`config.mk`:
```
export PLATFORM = sky130hd
export DESIGN_NAME = cau_div_cell
export DESIGN_NICKNAME = d
export VERILOG_FILES = /design/src/sv/cau_pkg.sv /design/src/sv/cau_div_cell.sv
export SDC_FILE = /design/constraint.sdc
export NUM_CORES = 1
export LEC_CHECK = 0
export BUFFER_PORTS_ARGS = -buffer_cell sky130_fd_sc_hd__buf_2
export CAP_MARGIN = 20
export CORE_AREA = 2 2 313 315
export CTS_CLUSTER_SIZE = 14
export DETAILED_ROUTE_END_ITERATION = 10
export DIE_AREA = 0 0 315 317
export PLACE_DENSITY = 0.5
export SLEW_MARGIN = 20
export SYNTH_ARGS = -nofsm -noshare
export SYNTH_HDL_FRONTEND = slang
export SYNTH_SLANG_ARGS = --single-unit
```
`constraint.sdc`:
```
create_clock -name clk_i -period 1.9 [get_ports clk_i]
set_clock_uncertainty 0.15 [all_clocks]
set_input_delay 0.285 -clock clk_i [delete_from_list [all_inputs] [get_ports clk_i]]
set_output_delay 0.285 -clock clk_i [all_outputs]
set_load 0.02 [all_outputs]
```
`src/sv/cau_pkg.sv`:
```
// Shared types, constants and helper functions of the complex arithmetic unit.
// Used by every module of the block; depends on nothing else.
package cau_pkg;

  localparam int FracBits = 16;
  // Width of the quotient that the division cells produce. Anything larger saturates.
  localparam int QuoBits  = 33;

  localparam logic [3:0] ModeAdd  = 4'd0;
  localparam logic [3:0] ModeSub  = 4'd1;
  localparam logic [3:0] ModeMul  = 4'd2;
  localparam logic [3:0] ModeDiv  = 4'd3;
  localparam logic [3:0] ModeConj = 4'd4;
  localparam logic [3:0] ModeScl  = 4'd5;
  localparam logic [3:0] ModeSDiv = 4'd6;
  localparam logic [3:0] ModeSAdd = 4'd7;
  localparam logic [3:0] ModeSSub = 4'd8;

  localparam logic signed [65:0] SatMax = 66'sh0_7FFF_FFFF;
  localparam logic signed [65:0] SatMin = -66'sh0_8000_0000;

  typedef struct packed {
    logic [3:0]         mode;
    logic signed [31:0] a_real;
    logic signed [31:0] a_imag;
    logic signed [31:0] b_real;
    logic signed [31:0] b_imag;
  } in_item_t;

  typedef struct packed {
    logic signed [31:0] res_real;
    logic signed [31:0] res_imag;
    logic               div_zero;
    logic               saturated;
  } out_item_t;

  // One lane of the restoring divider: a running remainder, the dividend bits
  // still to be brought down, and the quotient bits found so far.
  typedef struct packed {
    logic               neg;
    logic               ovf;
    logic [63:0]        rem;
    logic [QuoBits-1:0] bits;
    logic [QuoBits-1:0] quo;
  } lane_t;

  typedef struct packed {
    logic      divide;
    logic [63:0] den;
    lane_t     re;
    lane_t     im;
    out_item_t direct;
  } cell_t;

  // Clamp a wide signed value to 32 bits. The top bit of the result is the clamp flag.
  function automatic logic [32:0] sat32(input logic signed [65:0] v);
    logic [32:0] r;
    if (v > SatMax) begin
      r = {1'b1, 32'h7FFF_FFFF};
    end else if (v < SatMin) begin
      r = {1'b1, 32'h8000_0000};
    end else begin
      r = {1'b0, v[31:0]};
    end
    return r;
  endfunction

endpackage

```
`src/sv/cau_div_cell.sv`:
```
// One cell of the divider chain: a single restoring step for both lanes.
// Depends on cau_pkg.
module cau_div_cell (
  input  logic           clk_i,
  input  logic           rst_ni,
  input  logic           en_i,
  input  logic           valid_i,
  input  cau_pkg::cell_t cell_i,
  output logic           valid_o,
  output cau_pkg::cell_t cell_o
);

  function automatic cau_pkg::lane_t step(input cau_pkg::lane_t l, input logic [63:0] den);
    cau_pkg::lane_t r;
    logic [64:0]    t;
    logic           ge;
    t      = {l.rem, l.bits[cau_pkg::QuoBits-1]};
    ge     = t >= {1'b0, den};
    r      = l;
    r.rem  = ge ? 64'(t - {1'b0, den}) : t[63:0];
    r.bits = {l.bits[cau_pkg::QuoBits-2:0], 1'b0};
    r.quo  = {l.quo[cau_pkg::QuoBits-2:0], ge};
    return r;
  endfunction

  logic           valid_q;
  cau_pkg::cell_t cell_q, cell_d;

  always_comb begin
    cell_d    = cell_i;
    cell_d.re = step(cell_i.re, cell_i.den);
    cell_d.im = step(cell_i.im, cell_i.den);
  end

  always_ff @(posedge clk_i or negedge rst_ni) begin
    if (!rst_ni) begin
      valid_q <= 1'b0;
    end else if (en_i) begin
      valid_q <= valid_i;
    end
  end

  always_ff @(posedge clk_i) begin
    if (en_i) begin
      cell_q <= cell_d;
    end
  end

  assign valid_o = valid_q;
  assign cell_o  = cell_q;

endmodule

```
==> results of run 1 <==
## final cells by class
class / count / area, um2
fillers: 9288 / 55200
repair buffers: 1874 / 14200
flip-flops and latches: 394 / 11800
multi-input cells: 1340 / 11200
well taps: 1276 / 1600
clock buffers: 60 / 1280
inverters: 103 / 507
clock inverters: 30 / 363
diodes: 13 / 32.5
## critical path: stages
cell,delay (ns)
buf_6,0.08
inv_4,0.04
buf_6,0.11
ha_4,0.24
buf_4,0.14
buf_4,0.13
nand4_1,0.11
buf_6,0.14
nor3_1,0.05
o211ai_1,0.16
a21oi_4,0.13
o211a_4,0.26
o2111a_1,0.26
o32a_1,0.44
a21boi_1,0.21
xnor2_1,0.11
mux2_2,0.27
## sequential cells by signal, indices dropped and copies added (netlist names)
register / cells
cell_o: 393
valid_o: 1
## worst min-delay path by stage
stage / end / slack [ns] / cells past startpoint
detailed placement: valid_o / -0.09 / 1
CTS: cell_o[330] / -0.27 / 2
global placement: valid_o / -0.09 / 1
floorplan: valid_o / -0.16 / 0
global route: cell_o[301] / 0.01 / 4
finish: cell_o[264] / 0.04 / 4
## cells by family after synthesis
kind of cell | Yosys count | synth area share
muxes | 18 | 0.00938
adders and majority gates | 130 | 0.0769
and+or+nand+nor | 508 | 0.110
xor gates and xnor gates | 119 | 0.0488
DFF | 394 | 0.554
other | 1 | 0.000176
buffers and inverters | 198 | 0.0397
AOI/OAI and AO/OA | 563 | 0.161
## through the flow
step / setup TNS (ns) / std cells / power, mW / hold WS [ns] / area [um2]
5_1_grt: -127.49 / 5083 / 33.7 / 0.0127 / 41100
4_1_cts: -117.31 / 5061 / 32.1 / -0.271 / 39800
6_report: -115.21 / 5090 / 32.4 / 0.0375 / 41100
2_1_floorplan: -118.72 / 1932 / 15.8 / -0.161 / 22600
3_5_place_dp: -236.95 / 4511 / 20.4 / -0.0877 / 32300
3_3_place_gp: -231.08 / 4511 / 20.4 / -0.0903 / 32300
## report_power, final
group,internal [mW],switching [mW]
registers,10.7,0.290
logic,5.33,6.15
clock network,5.75,4.14
## Yosys cell counts (33+ instances only)
| cell | number |
|---|---|
| a21o_1 | 53 |
| a21oi_1 | 205 |
| clkbuf_1 | 61 |
| edfxtp_1 | 393 |
| ha_1 | 128 |
| inv_1 | 103 |
| nand2_1 | 175 |
| nand3_1 | 33 |
| nand4_1 | 49 |
| nor2_1 | 129 |
| nor3_1 | 33 |
| o21ai_0 | 125 |
| xnor2_1 | 70 |
| xor2_1 | 49 |
## routing by layer
layer  wire length, um  up-vias  share of wire
met5               162        -         0.0014
met4              5940       24          0.050
met3              6380      215          0.054
met2             62100      689           0.53
met1             43000    10984           0.37
li1                  -    10877              -
## timing repair
item,in CTS,in global routing
hold buffers,391,2
hold endpoints to repair,403,2
buffers inserted,55,30
gates resized for setup,276,282
pin swaps,101,100
setup endpoints to repair,130,130
gates cloned,19,5
==> impl_metrics.json, run 1 <==
{
  "outcome": "finished with violations",
  "core_mm2": 0.0963,
  "yosys.area.top_type": "edfxtp_1",
  "post-synth-top-area-fraction": 0.553,
  "placer_congestion_estimate": 0.902,
  "cp_data_arrival_time_ns": 3.16,
  "clkSlewWorstSetupHoldPaths_ns": 0.06,
  "violations": "negative setup slack",
  "pins_over_slew_limit": 0,
  "finalWirelength_mm": 118,
  "detailroute.via_count": 22789,
  "cp-end-kind": "flop",
  "netlist_top_cells_area": "edfxtp_1, ha_1, a21oi_1",
  "timing.slew.headroom": 0.554,
  "drive_gt1_frac": 0.531,
  "post-route-period-util": 1.55,
  "antenna_found_initial": 41,
  "io_pins": 795,
  "leak_pwr_nw": 17.7,
  "final_cell_mix": "buf_2, buf_4, edfxtp_1, dlygate4sd3_1, nand2_1",
  "chipWidth_um": 315,
  "postRouteAntennaNets": 0,
  "grt_util_all_layers": 0.223,
  "detailedRoute.firstPassIterationCount": 8,
  "grt_max_degree": 40,
  "iter_0_drt_violations": 1363,
  "min-delay-path-class": "in -> reg",
  "final_core_util": 0.427,
  "ys_types": 78,
  "ff2ff_setup_slack_ns": 1.01,
  "first_pass_grt_wire_length_mm": 160,
  "number_of_global_route_vias_before_repair": 23377,
  "irDropWorstVdd_mv": 0.704,
  "globalRoute.totalOverflow": 0,
  "crit_required_ns": 2.12,
  "initial_utilization": 0.222,
  "worst_setup_path_startpoint": "cell_i[345]",
  "r2r.worst_path.cells": 1,
  "cts_tree": "built",
  "mappedNetlistArea_mm2": 0.0214,
  "max_cap_violations": 0,
  "cts_buffers": 49,
  "final.min_clock_period_ns": 2.94,
  "m2_gr_usage": 0.425,
  "cts_root_buf": "clkbuf_16",
  "drc": 0,
  "numClockSinks": 394,
  "synthArstFlopShare": 0.00254,
  "end_point_of_the_critical_path": "cell_o[323]",
  "r2r_start": "valid_o",
  "timing.final.hold_violations": 0,
  "routedWlPerCell_um": 23.1,
  "fp.dieH_um": 317,
  "syn-mean-instance-area_um2": 11.1,
  "r2r_end": "valid_o",
  "dieArea_mm2": 0.0999,
  "worstMarginPinSlew_ns": 0.662,
  "finalNetCount": 4291,
  "path_max_fanout": 4,
  "achievable-frequency_mhz": 340,
  "grt.busiest_layer": "met2",
  "fp-row-count": 114,
  "mostFrequentLayoutCell": "buf_2",
  "synth-seq-area-share": 0.554,
  "path_class": "in -> reg",
  "powerDensity_mw_per_mm2": 789,
  "vias_per_cell": 4.48,
  "synthFlopType": "edfxtp_1",
  "clk_path_buf_depth": 3,
  "globalRouteMet1Util": 0.240,
  "fin_ws_ns": -1.04,
  "place_worst_setup_slack_ns": -2.06,
  "final-setup-viol-count": 130,
  "rsz0062_at_grt": "yes",
  "setup.worst_path.start_class": "input pin",
  "flow.area_growth_from_synthesis_pct": 92.4,
  "number_of_enable_type_register_cells_in_the_synthesized_netlist": 393,
  "synth.ff_latch_count": 394,
  "syn-instance-count": 1931,
  "use_met3": 0.0387,
  "dp_hpwl_mm": 92.4,
  "h-tree-depth": 2,
  "place.port_buffers": 790,
  "clkLatencyLatePin_ns": 0.62,
  "worst_hold_startpoint": "cell_i[330]",
  "ys.warnings.count": 0
}
(Power assumes the default switching activity.)
==> run 2: changes to the inputs <==
--- a/config.mk
+++ b/config.mk
@@ -5,13 +5,14 @@
 export SDC_FILE = /design/constraint.sdc
 export NUM_CORES = 1
 export LEC_CHECK = 0
-export BUFFER_PORTS_ARGS = -buffer_cell sky130_fd_sc_hd__buf_2
 export CAP_MARGIN = 20
 export CORE_AREA = 2 2 313 315
 export CTS_CLUSTER_SIZE = 14
 export DETAILED_ROUTE_END_ITERATION = 10
 export DIE_AREA = 0 0 315 317
-export PLACE_DENSITY = 0.5
+export DONT_BUFFER_PORTS = 1
+export PLACE_DENSITY = 0.43
+export RECOVER_POWER = 25
 export SLEW_MARGIN = 20
 export SYNTH_ARGS = -nofsm -noshare
 export SYNTH_HDL_FRONTEND = slang
==> impl_metrics.json, run 2 (synthesis gave the netlist of run 1 again) <==
{
  "layout_cells_excl_fill": 4274,
  "dieArea_mm2": 0.0999,
  "core_mm2": 0.0963,
  "r2r_start": "valid_o",
  "path_class": "in -> reg",
  "io_pins": 795,
  "post_dp_cell_area_mm2": 0.0281,
  "pins_over_slew_limit": 0,
  "dp_hpwl_mm": 88.0,
  "min-delay-path-class": "in -> reg",
  "worst_setup_path_startpoint": "cell_i[364]",
  "vias_per_cell": 4.66,
  "outcome": "finished with violations",
  "ff2ff_setup_slack_ns": 0.34,
  "clk_path_buf_depth": 3,
  "finalNetCount": 3486,
  "crit_required_ns": 2.14,
  "post-route-period-util": 1.55,
  "final-setup-viol-count": 130,
  "final_core_util": 0.382,
  "clkLatencyLatePin_ns": 0.63,
  "rsz0062_at_grt": "yes",
  "largest_register_ff_count": 393,
  "flow.area_growth_from_synthesis_pct": 72.3,
  "cts_root_buf": "clkbuf_16",
  "drive_gt1_frac": 0.395,
  "final.min_clock_period_ns": 2.95,
  "final_design_area_no_fill_mm2": 0.0368,
  "timing.hold.ws_ns": -0.406,
  "detailroute.via_count": 19901,
  "irDropWorstVdd_mv": 0.647,
  "placer_congestion_estimate": 0.874,
  "detailedRoute.firstPassIterationCount": 5,
  "chipWidth_um": 315,
  "number_of_global_route_vias_before_repair": 20896,
  "cp_data_arrival_time_ns": 3.19,
  "globalRoute.totalOverflow": 0,
  "finalWirelength_mm": 117,
  "cts_buffers": 49,
  "max_cap_violations": 0,
  "path_max_fanout": 7,
  "grt_max_degree": 395,
  "final_cell_mix": "buf_4, edfxtp_1, dlygate4sd3_1",
  "initial_utilization": 0.222,
  "drc": 0,
  "iter_0_drt_violations": 1130,
  "grt_util_all_layers": 0.222,
  "timing.slew.headroom": 0.367,
  "setup.worst_path.start_class": "input pin",
  "achievable-frequency_mhz": 339,
  "postRouteAntennaNets": 0,
  "violations": "negative hold slack, negative setup slack",
  "place.port_buffers": 0,
  "leak_pwr_nw": 14.5,
  "fp-row-count": 114,
  "worstMarginPinSlew_ns": 0.950,
  "cp-end-kind": "flop",
  "numClockSinks": 394,
  "clkSlewWorstSetupHoldPaths_ns": 0.06,
  "mostFrequentLayoutCell": "buf_4",
  "fin_ws_ns": -1.05,
  "cts_tree": "built",
  "h-tree-depth": 2,
  "fp.dieH_um": 317,
  "fin_setup_tns_ns": -114.46,
  "powerDensity_mw_per_mm2": 844,
  "first_pass_grt_wire_length_mm": 157,
  "worst_hold_startpoint": "cell_i[330]",
  "routedWlPerCell_um": 27.3,
  "timing.final.hold_violations": 118,
  "numPlacedInstances": 3704,
  "antenna_found_initial": 12
}
==> run 2: what timing repair did <==
action	CTS	global route
endpoints found under the setup margin	130	130
pin swaps	101	80
buffers inserted	56	30
resized for setup	318	192
endpoints found under the hold margin	786	127
gates cloned	16	2
hold buffers	384	9
==> run 2: layer usage <==
| metal | global-route usage | wire length (um) | up-vias |
|---|---|---|---|
| li1 | - | - | 9254 |
| met1 | 0.240 | 43000 | 9824 |
| met2 | 0.422 | 62000 | 661 |
| met3 | 0.0496 | 6810 | 160 |
| met4 | 0.0798 | 4740 | 2 |
| met5 | 0 | 13 | - |
==> run 2: worst paths after layout <==
path,end,cells after the start
min reg2reg,valid_o,2
max,cell_o[141],15
max in group asynchronous,valid_o,2
min in group asynchronous,valid_o,2
max reg2reg,valid_o,2
min,cell_o[330],0
==> run 2: power by group <==
| group | internal, mW | switching [mW] |
|---|---|---|
| Combinational | 4.43 | 4.12 |
| Sequential | 10.8 | 1.91 |
| Clock | 5.68 | 4.08 |
| Total | 20.9 | 10.1 |
==> run 2: worst max-delay path, stage by stage <==
cell and delay, ns:
inv_1 0.12, ha_2 0.34, buf_4 0.17, nand4_1 0.17, nor3_2 0.09, a221oi_2 0.24, o21ai_1 0.14, a21o_1 0.21
a41o_4 0.27, a41o_1 0.23, a31oi_4 0.17, buf_12 0.16, buf_12 0.12, buf_12 0.14, mux2_4 0.30
==> run 2: stage by stage <==
step / hold slack [ns] / power, mW / setup WS [ns]
after floorplan: -0.161 / 15.8 / -1.14
after global placement: -0.161 / 19.0 / -2.08
after detailed placement: -0.161 / 19.0 / -2.09
after CTS: -0.460 / 31.0 / -1.06
after global routing: -0.446 / 32.3 / -1.09
final: -0.406 / 31.0 / -1.05
==> run 2: final cells by class <==
cell class / count / area [um2]
flip-flops and latches: 394 / 11800
inverters: 103 / 505
fillers: 9467 / 59500
repair buffers: 1069 / 9940
diodes: 3 / 7.51
clock inverters: 24 / 317
well taps: 1276 / 1600
clock buffers: 65 / 1310
multi-input cells: 1340 / 11300
